<file path="src/hw/rtl/cfr_pkg.sv">
`timescale 1ns / 1ps
// ----------------------------------------------------------------------------
// cfr_pkg
// Shared types and constants of the checksummed frame receiver.
// ----------------------------------------------------------------------------
package cfr_pkg;

    localparam int unsigned MAX_LEN_DEFAULT  = 20;
    localparam logic [15:0] LIMIT_RESET      = 16'd1000;

    localparam logic [7:0]  HDR_START        = 8'hAA;
    localparam logic [7:0]  HDR_THIRD        = 8'h05;
    localparam logic [7:0]  HDR_FOURTH       = 8'h42;

    localparam int unsigned FUNC_BYTE        = 0;
    localparam int unsigned FUNC_TICK        = 1;

    // frame positions that feed the output fields
    localparam int unsigned NUM_CAP          = 9;
    localparam int unsigned CAP_POS [NUM_CAP] = '{5, 6, 7, 8, 9, 12, 13, 14, 15};

    typedef struct packed {
        logic               frame_ok;
        logic               checksum_bad;
        logic [7:0]         switch_value;
        logic [7:0]         status_byte;
        logic [7:0]         angle_byte;
        logic [7:0]         go_byte;
        logic [7:0]         turn_byte;
        logic signed [15:0] position_x;
        logic signed [15:0] position_y;
        logic               offline;
        logic               target_valid;
    } t_result;

endpackage

</file>
<file path="src/hw/rtl/cfr_parser.sv">
`timescale 1ns / 1ps
// ----------------------------------------------------------------------------
// cfr_parser
// Frame parser, running checksum, field capture and silence timer.
// Updates its state on each enabled item and presents that item's result.
// ----------------------------------------------------------------------------
module cfr_parser
    import cfr_pkg::*;
#(
    parameter int unsigned MAX_LEN = MAX_LEN_DEFAULT
) (
    input  logic        i_clk,
    input  logic        i_rst_n,
    input  logic        i_en,
    input  logic        i_func,
    input  logic [7:0]  i_value,
    input  logic [15:0] i_limit,
    output t_result     o_result
);

    localparam int unsigned PW = $clog2(MAX_LEN + 5);
    localparam int unsigned LW = $clog2(MAX_LEN);

    logic [PW-1:0] r_pos,    n_pos;
    logic [LW-1:0] r_len,    n_len;
    logic [7:0]    r_sum,    n_sum;
    logic [7:0]    r_store   [NUM_CAP];
    logic [7:0]    n_store   [NUM_CAP];
    logic [7:0]    r_cap     [NUM_CAP];
    logic [7:0]    n_cap     [NUM_CAP];
    logic [15:0]   r_timer,  n_timer;
    logic          r_offline, n_offline;
    logic          r_tvalid,  n_tvalid;
    logic          w_ok, w_bad;
    logic [PW-1:0] w_last;
    logic [16:0]   w_tsum;

    assign w_last = PW'(r_len) + PW'(5);
    assign w_tsum = {1'b0, r_timer} + {9'd0, i_value};

    always_comb begin
        n_pos     = r_pos;
        n_len     = r_len;
        n_sum     = r_sum;
        n_timer   = r_timer;
        n_offline = r_offline;
        n_tvalid  = r_tvalid;
        w_ok      = 1'b0;
        w_bad     = 1'b0;
        for (int k = 0; k < NUM_CAP; k++) begin
            n_store[k] = r_store[k];
            n_cap[k]   = r_cap[k];
        end
        if (i_en) begin
            if (i_func == 1'(FUNC_TICK)) begin
                if (r_timer < i_limit) begin
                    n_timer = w_tsum[16] ? 16'hFFFF : w_tsum[15:0];
                end else begin
                    n_offline = 1'b1;
                    n_tvalid  = 1'b0;
                end
            end else begin
                for (int k = 0; k < NUM_CAP; k++) begin
                    if (r_pos == PW'(CAP_POS[k])) begin
                        n_store[k] = i_value;
                    end
                end
                if (r_pos == PW'(0)) begin
                    n_sum = i_value;
                    n_pos = (i_value == HDR_START) ? PW'(1) : PW'(0);
                end else if (r_pos == PW'(1)) begin
                    n_sum = r_sum + i_value;
                    n_pos = PW'(2);
                end else if (r_pos == PW'(2)) begin
                    n_sum = r_sum + i_value;
                    n_pos = (i_value == HDR_THIRD) ? PW'(3) : PW'(0);
                end else if (r_pos == PW'(3)) begin
                    n_sum = r_sum + i_value;
                    n_pos = (i_value == HDR_FOURTH) ? PW'(4) : PW'(0);
                end else if (r_pos == PW'(4)) begin
                    n_sum = r_sum + i_value;
                    if (i_value < 8'(MAX_LEN)) begin
                        n_len = LW'(i_value);
                        n_pos = PW'(5);
                    end else begin
                        n_pos = PW'(0);
                    end
                end else if (r_pos == w_last) begin
                    if (r_sum == i_value) begin
                        w_ok      = 1'b1;
                        n_timer   = 16'd0;
                        n_offline = 1'b0;
                        n_tvalid  = 1'b1;
                        for (int k = 0; k < NUM_CAP; k++) begin
                            n_cap[k] = n_store[k];
                        end
                    end else begin
                        w_bad = 1'b1;
                    end
                    n_pos = PW'(0);
                end else if (r_pos < w_last) begin
                    n_sum = r_sum + i_value;
                    n_pos = r_pos + PW'(1);
                end else begin
                    n_pos = PW'(0);
                end
            end
        end
    end

    always_ff @(posedge i_clk) begin
        if (!i_rst_n) begin
            r_pos     <= '0;
            r_len     <= '0;
            r_sum     <= '0;
            r_timer   <= '0;
            r_offline <= 1'b0;
            r_tvalid  <= 1'b0;
            for (int k = 0; k < NUM_CAP; k++) begin
                r_store[k] <= '0;
                r_cap[k]   <= '0;
            end
        end else begin
            r_pos     <= n_pos;
            r_len     <= n_len;
            r_sum     <= n_sum;
            r_timer   <= n_timer;
            r_offline <= n_offline;
            r_tvalid  <= n_tvalid;
            for (int k = 0; k < NUM_CAP; k++) begin
                r_store[k] <= n_store[k];
                r_cap[k]   <= n_cap[k];
            end
        end
    end

    always_comb begin
        o_result.frame_ok     = w_ok;
        o_result.checksum_bad = w_bad;
        o_result.switch_value = n_cap[0];
        o_result.status_byte  = n_cap[1];
        o_result.angle_byte   = n_cap[2];
        o_result.go_byte      = n_cap[3];
        o_result.turn_byte    = n_cap[4];
        o_result.position_x   = signed'({n_cap[5], n_cap[6]});
        o_result.position_y   = signed'({n_cap[7], n_cap[8]});
        o_result.offline      = n_offline;
        o_result.target_valid = n_tvalid;
    end

endmodule

</file>
<file path="src/hw/rtl/cfr_out_buf.sv">
`timescale 1ns / 1ps
// ----------------------------------------------------------------------------
// cfr_out_buf
// Two-entry result buffer; takes a new result while one waits downstream.
// ----------------------------------------------------------------------------
module cfr_out_buf
    import cfr_pkg::*;
(
    input  logic    i_clk,
    input  logic    i_rst_n,
    input  logic    i_push,
    input  t_result i_data,
    output logic    o_can_push,
    output logic    o_valid,
    input  logic    i_ready,
    output t_result o_data
);

    t_result    r_mem [2];
    logic       r_wr_ptr, n_wr_ptr;
    logic       r_rd_ptr, n_rd_ptr;
    logic [1:0] r_count,  n_count;
    logic       w_push, w_pop;

    assign o_can_push = (r_count != 2'd2);
    assign o_valid    = (r_count != 2'd0);
    assign o_data     = r_mem[r_rd_ptr];
    assign w_push     = i_push && o_can_push;
    assign w_pop      = o_valid && i_ready;

    always_comb begin
        n_wr_ptr = r_wr_ptr ^ w_push;
        n_rd_ptr = r_rd_ptr ^ w_pop;
        n_count  = r_count + 2'(w_push) - 2'(w_pop);
    end

    always_ff @(posedge i_clk) begin
        if (w_push) begin
            r_mem[r_wr_ptr] <= i_data;
        end
    end

    always_ff @(posedge i_clk) begin
        if (!i_rst_n) begin
            r_wr_ptr <= 1'b0;
            r_rd_ptr <= 1'b0;
            r_count  <= 2'd0;
        end else begin
            r_wr_ptr <= n_wr_ptr;
            r_rd_ptr <= n_rd_ptr;
            r_count  <= n_count;
        end
    end

endmodule

</file>
<file path="src/hw/rtl/checksummed_frame_receiver_top.sv">
`timescale 1ns / 1ps
// ----------------------------------------------------------------------------
// checksummed_frame_receiver_top
// Byte-stream frame receiver with 8-bit sum checksum and offline timer.
//
// Input channel (i_valid/o_ready): one item is either a received byte
// (i_func = 0) or a time tick carrying elapsed milliseconds (i_func = 1).
// Output channel (o_valid/i_ready): exactly one result item per input item,
// in order, with the capture fields and flags as they stand after that item.
// Config: i_cfg_wr_en/i_cfg_wr_data load the offline limit.
//
// Path: an accepted item enters the input register, is parsed there and
// is written into the result buffer when it has room; o_valid is then high.
// Throughput: one item per cycle while the result buffer has room.
// The two-entry result buffer lets the input keep flowing while one result
// waits; when the receiver stalls long enough, the buffer and input register
// fill and o_ready drops until results are taken.
// Reset clears parser state, frame store, captured fields, timer, flags and
// all pipeline valids; the limit returns to 1000 ms.
// ----------------------------------------------------------------------------
module checksummed_frame_receiver_top
    import cfr_pkg::*;
#(
    parameter int unsigned MAX_LEN = MAX_LEN_DEFAULT
) (
    input  logic               i_clk,
    input  logic               i_rst_n,
    input  logic               i_cfg_wr_en,
    input  logic [15:0]        i_cfg_wr_data,
    input  logic               i_valid,
    output logic               o_ready,
    input  logic               i_func,
    input  logic [7:0]         i_value,
    output logic               o_valid,
    input  logic               i_ready,
    output logic               o_frame_ok,
    output logic               o_checksum_bad,
    output logic [7:0]         o_switch_value,
    output logic [7:0]         o_status_byte,
    output logic [7:0]         o_angle_byte,
    output logic [7:0]         o_go_byte,
    output logic [7:0]         o_turn_byte,
    output logic signed [15:0] o_position_x,
    output logic signed [15:0] o_position_y,
    output logic               o_offline,
    output logic               o_target_valid
);

    logic        r_in_vld;
    logic        r_in_func;
    logic [7:0]  r_in_value;
    logic [15:0] r_limit;
    logic        w_adv;
    logic        w_can_push;
    t_result     w_res;
    t_result     w_out;

    assign w_adv   = r_in_vld && w_can_push;
    assign o_ready = !r_in_vld || w_can_push;

    always_ff @(posedge i_clk) begin
        if (!i_rst_n) begin
            r_in_vld <= 1'b0;
            r_limit  <= LIMIT_RESET;
        end else begin
            if (o_ready) begin
                r_in_vld <= i_valid;
            end
            if (i_cfg_wr_en) begin
                r_limit <= i_cfg_wr_data;
            end
        end
    end

    always_ff @(posedge i_clk) begin
        if (i_valid && o_ready) begin
            r_in_func  <= i_func;
            r_in_value <= i_value;
        end
    end

    cfr_parser #(
        .MAX_LEN (MAX_LEN)
    ) u_parser (
        .i_clk    (i_clk),
        .i_rst_n  (i_rst_n),
        .i_en     (w_adv),
        .i_func   (r_in_func),
        .i_value  (r_in_value),
        .i_limit  (r_limit),
        .o_result (w_res)
    );

    cfr_out_buf u_out_buf (
        .i_clk      (i_clk),
        .i_rst_n    (i_rst_n),
        .i_push     (r_in_vld),
        .i_data     (w_res),
        .o_can_push (w_can_push),
        .o_valid    (o_valid),
        .i_ready    (i_ready),
        .o_data     (w_out)
    );

    assign o_frame_ok     = w_out.frame_ok;
    assign o_checksum_bad = w_out.checksum_bad;
    assign o_switch_value = w_out.switch_value;
    assign o_status_byte  = w_out.status_byte;
    assign o_angle_byte   = w_out.angle_byte;
    assign o_go_byte      = w_out.go_byte;
    assign o_turn_byte    = w_out.turn_byte;
    assign o_position_x   = w_out.position_x;
    assign o_position_y   = w_out.position_y;
    assign o_offline      = w_out.offline;
    assign o_target_valid = w_out.target_valid;

endmodule

</file>
<file path="config.mk">
export PLATFORM = sky130hd
export DESIGN_NAME = checksummed_frame_receiver_top
export DESIGN_NICKNAME = d
export VERILOG_FILES = /design/src/hw/rtl/cfr_pkg.sv /design/src/hw/rtl/cfr_parser.sv /design/src/hw/rtl/cfr_out_buf.sv /design/src/hw/rtl/checksummed_frame_receiver_top.sv
export SDC_FILE = /design/constraint.sdc
export NUM_CORES = 1
export LEC_CHECK = 0
export ABC_AREA = 1
export BUFFER_PORTS_ARGS = -buffer_cell sky130_fd_sc_hd__buf_2
export CAP_MARGIN = 15
export CORE_MARGIN = 5
export CORE_UTILIZATION = 40
export CTS_BUF_LIST = sky130_fd_sc_hd__clkbuf_4
export DETAILED_ROUTE_END_ITERATION = 8
export GPL_ROUTABILITY_DRIVEN = 1
export HOLD_SLACK_MARGIN = 0.12
export PLACE_DENSITY = 0.68
export SLEW_MARGIN = 20
export SYNTH_ARGS = -nofsm -noshare
export SYNTH_HDL_FRONTEND = slang
export SYNTH_SLANG_ARGS = --single-unit
</file>
<file path="constraint.sdc">
create_clock -name i_clk -period 4.55 [get_ports i_clk]
set_input_delay 0.455 -clock i_clk [delete_from_list [all_inputs] [get_ports i_clk]]
set_output_delay 0.455 -clock i_clk [all_outputs]
set_load 0.01 [all_outputs]
</file>
==> summary.md, run 1 <==
| Metric | Value |
|---|---|
| WP buf/inv | 2 |
| DRT iter0 DRCs | ~910 |
| Yosys Warn Count | 0 |
| Total die area | between 40000 and 50000 um^2 |
| Startpoint types | flop |
| Number of synthesized flops with an enable pin | 161 |
| Row Count | between 70 and 80 |
| Overflow after GRT | 0 |
| Sw power | approximately 2.2 mW |
| Final ANT Viol Nets | 0 |
| Fill cells | between 3000 and 4000 |
| HPWL Detailed | 23360 um |
| Count of different cell masters after synthesis | between 40 and 50 |
| Layout cells sized above 1 | 0.1952 |
| Final min period | 2.982 ns |
| RR Endpoint | u_out_buf.r_mem[1][33] |
| Most frequent cells in the layout | 391 x nand2_1, 233 x a21oi_1, 201 x dfxtp_1 |
| Reg2reg path depth | 9 |
| Synth Net Count | around 1800 |
| Vias per std cell | between 4 and 5 |
| CP delay by family, top | simple AND/OR/NAND/NOR gates |
| Drt pass-1 iters | 6 |
| Core Util, Final | 0.4699 |
| Clk root buf | clkbuf_4 |
| Share of power burned in registers | 0.473 |
| Maximum fanout along the worst path | 56 |
| Port Buffers | roughly 110 |
| Max clock buf depth | 3 |
| Status | completed |
| Crit-path cells | ha_1 -> nor4_1 -> nand2_1 -> nor2_1 -> nand2_1 -> inv_2 -> buf_12 -> nand2_1 -> nand2_1 |
| Worst-Skew Late Latency | between 0.7 and 0.8 ns |
| CP arrival | approximately 3.6 ns |
| CP required | roughly 5 ns |
| Hold Path Stages | 3 |
| Die width | 209.3 um |
| I/O Pins | approximately 110 |
| Final setup fails | 0 |
| Initial antenna violation count | 1 |
| Clk slew on worst S/H paths | roughly 0.060 ns |
| Crit-path max cell delay | roughly 0.86 ns |
| Largest net degree at the start of global routing | between 70 and 80 |
| Internal | around 5.7 mW |
| Final Hold Viols | 0 |
| CP max stage cell | edfxtp_1 |
| Leak Pwr | roughly 7.6 nW |
| RSZ-0062 raised after global routing | false |
| Area of the mapped netlist | approximately 16000 um^2 |
| WHS Endpoint | r_limit[4] |
| Top cell by count, worst path | nand2_1 |
| Post-Syn Instances | between 1500 and 2000 |
| Design area | between 15000 and 20000 um^2 |
| Crit Path Class | flop to flop |
| Slew Limit Fails | 0 |
| Worst IR Drop VDD | about 0.00023 V |
| Power Dens Cells | about 420 nW/um^2 |
| Inserted Clock Buffers | 93 |
| Clk network pwr share | 0.366 |
| Max_slew headroom | 0.3345 |
| R2R Setup Slk | approximately 1.6 ns |
| RR Startpoint | r_in_value[3] |
| HP Start | i_cfg_wr_en |
| Switch share | 0.2763 |
| Initial Utilization | 0.4018 |
| Clock H-tree levels | 3 |
| Core area | 39550 um^2 |
| Part of the power in combinational logic | 0.161 |
| Sequential-to-total area share from yosys stat | 0.5587 |
| GPL Wtd Cong | 0.8878 |
| Avg Synthesized Cell Area | 9.070 um^2 |
| Ys async rst share | 0 |
| DR vias | around 13000 |
| Area Overhead vs Synth | 16.94% |
| Post-synthesis register bit count | 363 |
| Worst-margin pin slew | 0.9946 ns |
| First-pass GRT wire length | approximately 60000 um |
| WL per Instance | ~15 um |
| Setup Skew | between 0.05 and 0.06 ns |
| Cell Area, Placed | around 17000 um^2 |
| Clock Sinks | 363 |
| Fmax | ~0.34 GHz |
| Gr usage total | 0.1701 |
| DRC violations left | 0 |
| Chip height | approximately 210 um |
| Setup_tns | 0 ns |
| CTS resizes | 0 |
| Crit path capture type | flop |
| Maxcap violations | 0 |
| Hold Path Class | primary input to flop |
| Commonest non-fill, non-tap cell in the layout | nand2_1 |
| CTS tree | yes |
| WL final | 38180 um |
| Final critical-path share of the clock period | 0.6553 |
| Vias in the first global route | around 12000 |
| Post-synth top flop | dfxtp_1 |
| Net count, final | 2005 |
-- metrics by stage --
stage	hold WS [ns]	worst slack (ns)	std cells	power, mW
detailed placement	0.4405	1.581	2318	5.059
global placement	0.4355	1.641	2317	5.019
floorplan	0.4245	1.713	1752	4.558
global route	0.2568	1.291	2530	8.287
CTS	0.1969	1.593	2528	7.999
finish	0.2699	1.568	2530	7.880
-- final cells by class --
type | count | area (um^2) | area share
diodes | 2 | 5.005 | 0.0002693
flip-flops and latches | 363 | 8882 | 0.4779
well taps | 525 | 656.9 | 0.03535
clock buffers | 153 | 1149 | 0.06181
clock inverters | 17 | 113.9 | 0.006127
multi-input cells | 1158 | 6133 | 0.3300
inverters | 151 | 570.5 | 0.03070
repair buffers | 161 | 1074 | 0.05777
-- layer usage --
metal / vias to the layer above / routed length [um] / GRT usage
li1: 6299 / - / -
met1: 5869 / 16820 / 0.2257
met2: 340 / 18210 / 0.2782
met3: 63 / 2297 / 0.03259
met4: 0 / 863 / 0.06323
met5: - / 0 / 0
-- registers in the layout, summed over array words and instances (netlist names), named ones only --
name	count
u_parser.r_pos	5
u_parser.r_cap	72
u_parser.r_tvalid	1
u_parser.r_sum	8
u_parser.r_offline	1
u_out_buf.r_rd_ptr	1
u_parser.r_store	72
u_parser.r_len	5
u_out_buf.r_count	2
r_in_value	8
u_parser.r_timer	16
u_out_buf.r_wr_ptr	1
r_limit	16
r_in_vld	1
u_out_buf.r_mem	152
r_in_func	1
-- worst max-delay path by stage --
stage                    startpoint                      to  slack (ns)  cells after the start
3_5_place_dp      u_parser.r_len[0]   u_out_buf.r_mem[0][0]        1.58                     13
6_report              r_in_value[3]  u_out_buf.r_mem[1][33]        1.57                      9
3_3_place_gp      u_parser.r_len[0]   u_out_buf.r_mem[0][0]        1.64                     13
2_1_floorplan  u_out_buf.r_count[1]   u_out_buf.r_mem[1][0]        1.71                      4
4_1_cts           u_parser.r_len[1]   u_out_buf.r_mem[1][0]        1.59                     13
5_1_grt           u_parser.r_len[1]   u_out_buf.r_mem[1][0]        1.29                     13
-- cell families after synthesis --
logic type,share of synthesized area
AND/OR/NAND/NOR,0.1794
XOR/XNOR,0.006062
adder cells (fa/ha/maj),0.03795
flip-flops,0.5587
buffers and inverters,0.05724
multiplexers,0.05385
AO/OA/AOI/OAI,0.1068
-- cell usage after synthesis, types with 7 or more instances --
master	n	share of area
xor2_1	7	0.0039
nor3_1	49	0.015
nor2_1	148	0.035
nand3_1	64	0.020
ha_1	45	0.035
o21ai_0	88	0.028
inv_1	144	0.034
buf_1	11	0.0026
nor2_2	10	0.0039
nand2_1	391	0.092
edfxtp_1	161	0.30
inv_2	7	0.0017
a21oi_1	233	0.073
clkbuf_1	44	0.010
buf_2	21	0.0066
nand4_1	7	0.0028
mux2_2	76	0.054
dfxtp_1	202	0.25
-- worst reg2reg max path: cells and delay by family, from the launching register on --
kind                       cells  cell delay, ns
adders and majority gates      1            0.44
buffers and inverters          2            0.58
DFF                            1            0.86
and+or+nand+nor                6            0.94
-- power groups by stage --
stage                     registers [mW]  logic, mW  clock network [mW]
after floorplan                     3.73      0.828                   0
after global routing                3.75       1.39                3.15
final                               3.73       1.27                2.88
after global placement              3.85       1.17                   0
after detailed placement            3.80       1.26                   0
after CTS                           3.73       1.29                2.97
-- repair_timing --
| action | CTS | global route |
|---|---|---|
| hold endpoints to repair | 28 | 0 |
| hold buffers | 40 | 0 |
| setup buffers | 0 | 0 |
Note: power is estimated with default switching activity, not from simulation.
==> run 2: changes to the inputs <==
--- a/config.mk
+++ b/config.mk
@@ -5,7 +5,7 @@
 export SDC_FILE = /design/constraint.sdc
 export NUM_CORES = 1
 export LEC_CHECK = 0
-export ABC_AREA = 1
+export ABC_AREA = 0
 export BUFFER_PORTS_ARGS = -buffer_cell sky130_fd_sc_hd__buf_2
 export CAP_MARGIN = 15
 export CORE_MARGIN = 5
@@ -14,7 +14,7 @@
 export DETAILED_ROUTE_END_ITERATION = 8
 export GPL_ROUTABILITY_DRIVEN = 1
 export HOLD_SLACK_MARGIN = 0.12
-export PLACE_DENSITY = 0.68
+export PLACE_DENSITY = 0.7
 export SLEW_MARGIN = 20
 export SYNTH_ARGS = -nofsm -noshare
 export SYNTH_HDL_FRONTEND = slang
==> constraint.sdc (replaced) <==
create_clock -name i_clk -period 2.47 [get_ports i_clk]
set_input_delay 0.247 -clock i_clk [delete_from_list [all_inputs] [get_ports i_clk]]
set_output_delay 0.247 -clock i_clk [all_outputs]
set_load 0.01 [all_outputs]
==> summary.md, run 2 <==
| Metric | Value |
|---|---|
| Drt pass-1 iters | 5 (-1) |
| R2R Setup Slk | 0.04 ns (-1.53 ns) |
| Sequential-to-total area share from yosys stat | 0.5592 (about the same) |
| Total die area | 43780 um^2 (about the same) |
| Overflow after GRT | 0 (unchanged) |
| Power Dens Cells | 731.6 nW/um^2 (+73%) |
| Core area | 39460 um^2 (-0.23%) |
| Clk root buf | clkbuf_4 |
| Hold Slack | 0.2340 ns (-0.03593 ns) |
| Worst-margin pin slew | 0.6904 ns (-0.3043 ns) |
| Clock Sinks | 363 (unchanged) |
| Setup Skew | 0.04598 ns (-0.01303 ns) |
| Row Count | 73 (unchanged) |
| Register area | 8884 um^2 (about the same) |
| Leak Pwr | 7.257 nW (-4.2%) |
| Multi-input logic area | 6549 um^2 (+6.8%) |
| Post-synth top flop | dfxtp_1 |
| Synth top area cells | edfxtp_1 30%, dfxtp_1 25%, mux2i_1 6.1% |
| WL final | 36550 um (-4.3%) |
| CTS tree | yes |
| Maxcap violations | 0 (unchanged) |
| Net count, final | 1764 (-12%) |
| Initial Utilization | 0.4024 (+0.0005813) |
| Most frequent cells in the layout | 200 x dfxtp_1, 193 x nand2_1, 161 x edfxtp_1 |
| Port Buffers | 107 (unchanged) |
| Gr usage total | 0.1609 (-0.009181) |
| Layout Cells excl Fill | 2289 (-9.5%) |
| Max reg flops | 152 (unchanged) |
| Crit path capture type | flop |
| Max clock buf depth | 3 (unchanged) |
| Max_slew headroom | 0.5386 (+0.2042) |
| Area of the mapped netlist | 15880 um^2 (about the same) |
| Vias per std cell | 5.084 (+2.3%) |
| Fmax | 0.4120 GHz (+23%) |
| DRC violations left | 0 (unchanged) |
| Largest net degree at the start of global routing | 75 (-2.6%) |
| Clk slew on worst S/H paths | 0.06 ns (about the same) |
| Final Hold Viols | 0 (unchanged) |
| Hold Path Class | primary input to flop |
| Power Total | 14.09 mW (+79%) |
| Crit Path Class | flop to flop |
| Share of the synthesized area in the top cell type | 0.3045 (about the same) |
| Final min period | 2.427 ns (-0.5543 ns) |
| Count leader, synth | dfxtp_1 |
| DRT iter0 DRCs | 623 (-32%) |
| Count of different cell masters after synthesis | 66 (+57%) |
| Slew Limit Fails | 0 (unchanged) |
| WL per Instance | 15.97 um (+5.8%) |
| RSZ-0062 raised after global routing | true |
| Top flop regs | u_out_buf.r_mem (152), u_parser.r_cap (72), u_parser.r_store (72) |
| Layout cells sized above 1 | 0.2587 (+0.06344) |
| Yosys Warn Count | 0 (unchanged) |
| Ys async rst share | 0 (unchanged) |
| Final ANT Viol Nets | 0 (unchanged) |
| Final setup fails | 0 (unchanged) |
| Largest Register | u_out_buf.r_mem |
| Maximum fanout along the worst path | 38 (-32%) |
| # placed instances | 2049 (-12%) |
| Worst IR Drop VDD | 0.0003014 V (+32%) |
| Initial antenna violation count | 1 (unchanged) |
| CP required | 3.12 ns (-2.03 ns) |
| Clock H-tree levels | 3 (unchanged) |
| Fill cells | 3545 (-3.4%) |
| Worst-Skew Late Latency | 0.75 ns (-0.03 ns) |
| Post-synthesis register bit count | 363 (unchanged) |
| GPL Wtd Cong | 0.8461 (-4.7%) |
| Synth Net Count | 1539 (-16%) |
| CP arrival | 3.08 ns (-0.50 ns) |
| I/O Pins | 108 (unchanged) |
| Commonest cells post-synth | 202 x dfxtp_1, 193 x nand2_1, 161 x edfxtp_1 |
| First-pass GRT wire length | 57940 um (-5.4%) |
| Area Overhead vs Synth | 21.33% |
| Vias in the first global route | 11740 (-3.3%) |
| Startpoint types | flop |
| Status | completed |
| Number of synthesized flops with an enable pin | 161 (unchanged) |
| DR vias | 11640 (-7.4%) |
| Final critical-path share of the clock period | 0.9827 (+0.3274) |
| Post-Syn Instances | 1462 (-17%) |
| Inserted Clock Buffers | 93 (unchanged) |
| Die width | 209.2 um (about the same) |
| Chip height | 209.2 um (about the same) |
| Avg Synthesized Cell Area | 10.86 um^2 (+20%) |
| HPWL Detailed | 22390 um (-4.1%) |
| Commonest non-fill, non-tap cell in the layout | dfxtp_1 |
| Area leader, netlist | edfxtp_1 |
[run 2: cell count changes after synthesis, moves of 12 or more]
cell,before,now
a21oi_1,233,104
and2_1,1,77
clkbuf_1,44,71
inv_1,144,36
mux2i_1,0,97
nand2_1,391,193
nor2_1,148,46
nor3_1,49,11
o211ai_1,0,12
o21ai_0,88,39
o21ai_1,3,60
o21ai_2,0,12
[run 2: power by group]
group / internal (mW) / total [mW] / switching [mW]
clock network: 2.89 / 5.23 / 2.34
registers: 6.53 / 6.65 / 0.123
logic: 1.01 / 2.22 / 1.21
total: 10.4 / 14.1 / 3.67
[run 2: per-stage QoR]
stage               setup slack (ns)  utilization  setup TNS [ns]  cell area, um^2
floorplan                    -0.5818            -          -88.44            15880
detailed placement          -0.05651       0.4351         -0.1594            17170
global route                -0.05142       0.4882         -0.8804            19260
CTS                         0.001131       0.4828               0            19050
finish                       0.04270       0.4882               0            19260
global placement            -0.03609       0.4351        -0.07878            17170
[run 2: cell type report]
cell class / instances / area share
diodes: 1 / 0.0001299
clock buffers: 146 / 0.05689
clock inverters: 25 / 0.007794
inverters: 37 / 0.007339
multi-input cells: 962 / 0.3399
flip-flops and latches: 363 / 0.4611
well taps: 525 / 0.03410
repair buffers: 230 / 0.09268
[run 2: per-layer routing]
| metal | share of wire | wire length, um | track usage | vias up |
|---|---|---|---|---|
| li1 | - | - | - | 5737 |
| met1 | 0.44 | 16100 | 0.1997 | 5558 |
| met2 | 0.48 | 17620 | 0.2721 | 285 |
| met3 | 0.056 | 2060 | 0.04113 | 57 |
| met4 | 0.021 | 761 | 0.05806 | 0 |
| met5 | 0 | 0 | 0 | - |
[run 2: path summary, 6_finish.rpt]
check / start / end / cells after the start
hold / removal: i_value[6] / r_in_value[6] / 2
setup / recovery: r_in_value[0] / u_parser.r_cap[0][22] / 9
setup reg to reg: r_in_value[0] / u_parser.r_cap[0][22] / 9
hold reg to reg: u_parser.r_store[0][35] / u_parser.r_store[0][35] / 2
[run 2: kinds of logic (layout without fill, tap and decap cells)]
family	Yosys count	count (layout)	share of synthesized area
AND/OR/NAND/NOR	440	440	0.1329
flip-flops	363	363	0.5592
AO/OA/AOI/OAI	285	285	0.1067
multiplexers	174	174	0.1158
buffers and inverters	137	438	0.03861
adder cells (fa/ha/maj)	47	47	0.03798
XOR/XNOR	16	16	0.008826
other	0	1	0
[run 2: repair_timing]
item,CTS,global route
gates resized for setup,6,30
hold endpoints to repair,87,0
pin swaps,0,5
cloned,0,2
setup endpoints to repair,34,246
hold buffers,62,0
setup buffers,0,4
[run 2: critical path: stages (launching register included)]
cell and delay (ns):
edfxtp_1 0.40, buf_4 0.16, ha_1 0.31, nor3_1 0.29, and3_2 0.28, nand4_4 0.12, buf_12 0.18, buf_12 0.17
o21ai_1 0.25, and2_1 0.16
==> run 3: changes to the inputs <==
--- a/config.mk
+++ b/config.mk
@@ -8,13 +8,14 @@
 export ABC_AREA = 0
 export BUFFER_PORTS_ARGS = -buffer_cell sky130_fd_sc_hd__buf_2
 export CAP_MARGIN = 15
-export CORE_MARGIN = 5
+export CORE_MARGIN = 10
 export CORE_UTILIZATION = 40
 export CTS_BUF_LIST = sky130_fd_sc_hd__clkbuf_4
 export DETAILED_ROUTE_END_ITERATION = 8
 export GPL_ROUTABILITY_DRIVEN = 1
 export HOLD_SLACK_MARGIN = 0.12
 export PLACE_DENSITY = 0.7
+export RECOVER_POWER = 100
 export SLEW_MARGIN = 20
 export SYNTH_ARGS = -nofsm -noshare
 export SYNTH_HDL_FRONTEND = slang
==> constraint.sdc (replaced) <==
create_clock -name i_clk -period 2.47 [get_ports i_clk]
set_input_delay 0.247 -clock i_clk [delete_from_list [all_inputs] [get_ports i_clk]]
set_output_delay 0.247 -clock i_clk [all_outputs]
set_load 0.1 [all_outputs]
==> summary.md, run 3 (synthesized netlist as in run 2, its figures left out) <==
| Metric | Value |
|---|---|
| Port Buffers | 107 (unchanged) |
| RR Startpoint | u_parser.r_timer[5] |
| Core Util, Final | 0.4996 (+0.01141) |
| Reg2reg path depth | 8 (-1) |
| Power Dens Cells | 851.9 nW/um^2 (+16%) |
| Power Total | 16.57 mW (+18%) |
| Crit path capture type | flop |
| Worst-margin pin slew | 0.6861 ns (-0.004295 ns) |
| DR vias | 11750 (+0.97%) |
| Final Hold Viols | 0 (unchanged) |
| Layout Cells excl Fill | 2283 (-0.26%) |
| Fmax | 0.4083 GHz (-0.89%) |
| Hold Slack | 0.1846 ns (-0.04934 ns) |
| Setup Skew | 0.05302 ns (+0.007039 ns) |
| Commonest non-fill, non-tap cell in the layout | dfxtp_1 |
| Final critical-path share of the clock period | 0.9915 (+0.008825) |
| Setup ws final | 0.02090 ns (-0.02180 ns) |
| Startpoint types | flop |
| WL per Instance | 17.06 um (+6.8%) |
| Final ANT Viol Nets | 0 (unchanged) |
| GPL Wtd Cong | 0.8209 (-3.0%) |
| Hold Path Class | primary input to flop |
| Most frequent cells in the layout | 199 x dfxtp_1, 191 x nand2_1, 161 x edfxtp_1 |
| Vias per std cell | 5.147 (+1.2%) |
| Design area | 19440 um^2 (+0.94%) |
| CTS tree | yes |
| Die width | 219.2 um (+4.8%) |
| Final min period | 2.449 ns (+0.02180 ns) |
| I/O Pins | 108 (unchanged) |
| Clock Sinks | 363 (unchanged) |
| Maxcap violations | 0 (unchanged) |
| Vias in the first global route | 11620 (-1.0%) |
| Cell Area, Placed | 17150 um^2 (about the same) |
| Max clock buf depth | 3 (unchanged) |
| Worst-Skew Late Latency | 0.78 ns (+0.03 ns) |
| Status | completed |
| Hold Path Stages | 2 (unchanged) |
| Total die area | 48060 um^2 (+9.8%) |
| Core area | 38920 um^2 (-1.4%) |
| DRC violations left | 0 (unchanged) |
| Row Count | 72 (-1.4%) |
| Clock H-tree levels | 3 (unchanged) |
| Maximum fanout along the worst path | 7 (-82%) |
| Largest net degree at the start of global routing | 95 (+27%) |
| Layout cells sized above 1 | 0.2740 (+0.01531) |
| Fill cells | 3503 (-1.2%) |
| HP Start | i_value[4] |
| Initial Utilization | 0.4080 (+0.005589) |
| WP buf/inv | 1 (-2) |
| Post-Place Worst Slack | 0.01206 ns (+0.06857 ns) |
| WL final | 38940 um (+6.5%) |
| CP required | 3.13 ns (about the same) |
| Area Overhead vs Synth | 22.47% |
| Leak Pwr | 7.309 nW (+0.72%) |
| Slew Limit Fails | 0 (unchanged) |
| Crit-path max cell delay | 0.44 ns (+0.04 ns) |
| # placed instances | 2041 (-0.39%) |
| Overflow after GRT | 0 (unchanged) |
| Worst IR Drop VDD | 0.0003920 V (+30%) |
| Largest Register | u_out_buf.r_mem |
| CP arrival | 3.11 ns (+0.03 ns) |
| R2R Setup Slk | 0.02 ns (-0.02 ns) |
| Drt pass-1 iters | 5 (unchanged) |
| Clk slew on worst S/H paths | 0.07 ns (about the same) |
| Net count, final | 1763 (-0.057%) |
| Crit Path Class | flop to flop |
| Clk root buf | clkbuf_4 |
| CP delay by family, top | compound AO/OA/AOI/OAI gates |
| HPWL Detailed | 23060 um (+3.0%) |
| Initial antenna violation count | 2 (+1) |
| RR Endpoint | u_parser.r_timer[11] |
| CP max stage cell | a211oi_4 |
| Gr usage total | 0.1524 (-0.008541) |
| Final setup fails | 0 (unchanged) |
| RSZ-0062 raised after global routing | true |
| Top flop regs | u_out_buf.r_mem (152), u_parser.r_cap (72), u_parser.r_store (72) |
| Max_slew headroom | 0.5426 (+0.003978) |
| Crit-path cells | ha_1 -> a211o_1 -> a21oi_1 -> o31ai_4 -> a211oi_4 -> clkbuf_16 -> mux2i_1 -> o22ai_1 |
| Chip height | 219.2 um (+4.8%) |
| Max reg flops | 152 (unchanged) |
| Inserted Clock Buffers | 93 (unchanged) |
| DRT iter0 DRCs | 730 (+17%) |
| First-pass GRT wire length | 59730 um (+3.1%) |
| Setup_tns | 0 ns (unchanged) |
| WHS Endpoint | r_in_value[4] |
run 3: changes by cell type in the layout (fill, tap and decap cells not counted), moves of 3 or more:
cell,change
clkinv_1,-11
clkbuf_4,+10
dlygate4sd3_1,-4
o21ai_1,-4
o21ai_2,+4
buf_2,-3
clkbuf_1,+3
run 3: worst max-delay path by stage:
stage	startpoint	endpoint	depth (start not counted)
3_5_place_dp	u_parser.r_len[0]	u_parser.r_cap[0][24]	11
6_report	u_parser.r_timer[5]	u_parser.r_timer[11]	8
3_3_place_gp	u_parser.r_len[0]	u_parser.r_cap[0][34]	11
4_1_cts	u_parser.r_len[0]	u_out_buf.r_mem[0][0]	11
5_1_grt	r_limit[2]	u_parser.r_timer[5]	9
2_1_floorplan	u_out_buf.r_count[1]	u_out_buf.r_mem[1][0]	3
run 3: where the power goes:
group,internal [mW],switching (mW),leakage [nW],total [mW]
logic,1.05,3.48,3.40,4.53
registers,6.53,0.111,3.14,6.64
clock network,2.95,2.44,0.772,5.40
total,10.5,6.04,7.31,16.6
run 3: cell type report:
cell class / instances / area [um^2] / share of cell area
timing repair buffer: 229 / 1819 / 0.09356
clock buffer: 156 / 1171 / 0.06023
antenna: 2 / 5.005 / 0.0002574
clock inverter: 16 / 108.9 / 0.005598
multi-input combinational: 962 / 6666 / 0.3428
sequential: 363 / 8885 / 0.4569
inverter: 37 / 141.4 / 0.007271
tap: 518 / 648.1 / 0.03333
run 3: timing repair:
action / in CTS / in global routing
hold buffers: 58 / 0
endpoints found under the setup margin: 65 / 211
resized for setup: 2 / 56
hold endpoints to repair: 69 / 0
pin swaps: 0 / 16
cloned: 0 / 5
setup buffers: 2 / 3
run 3: worst register-to-register path: stages, from the launching register on:
cell and delay [ns]:
dfxtp_1 0.43, ha_1 0.29, a211o_1 0.26, a21oi_1 0.26
o31ai_4 0.15, a211oi_4 0.44, clkbuf_16 0.24, mux2i_1 0.19
o22ai_1 0.08
run 3: per-layer routing:
layer / up-vias / part of all wire / global-route usage
li1: 5729 / - / -
met1: 5673 / 0.43 / 0.1838
met2: 290 / 0.50 / 0.2628
met3: 58 / 0.049 / 0.03535
met4: 0 / 0.020 / 0.05056
met5: - / 0 / 0
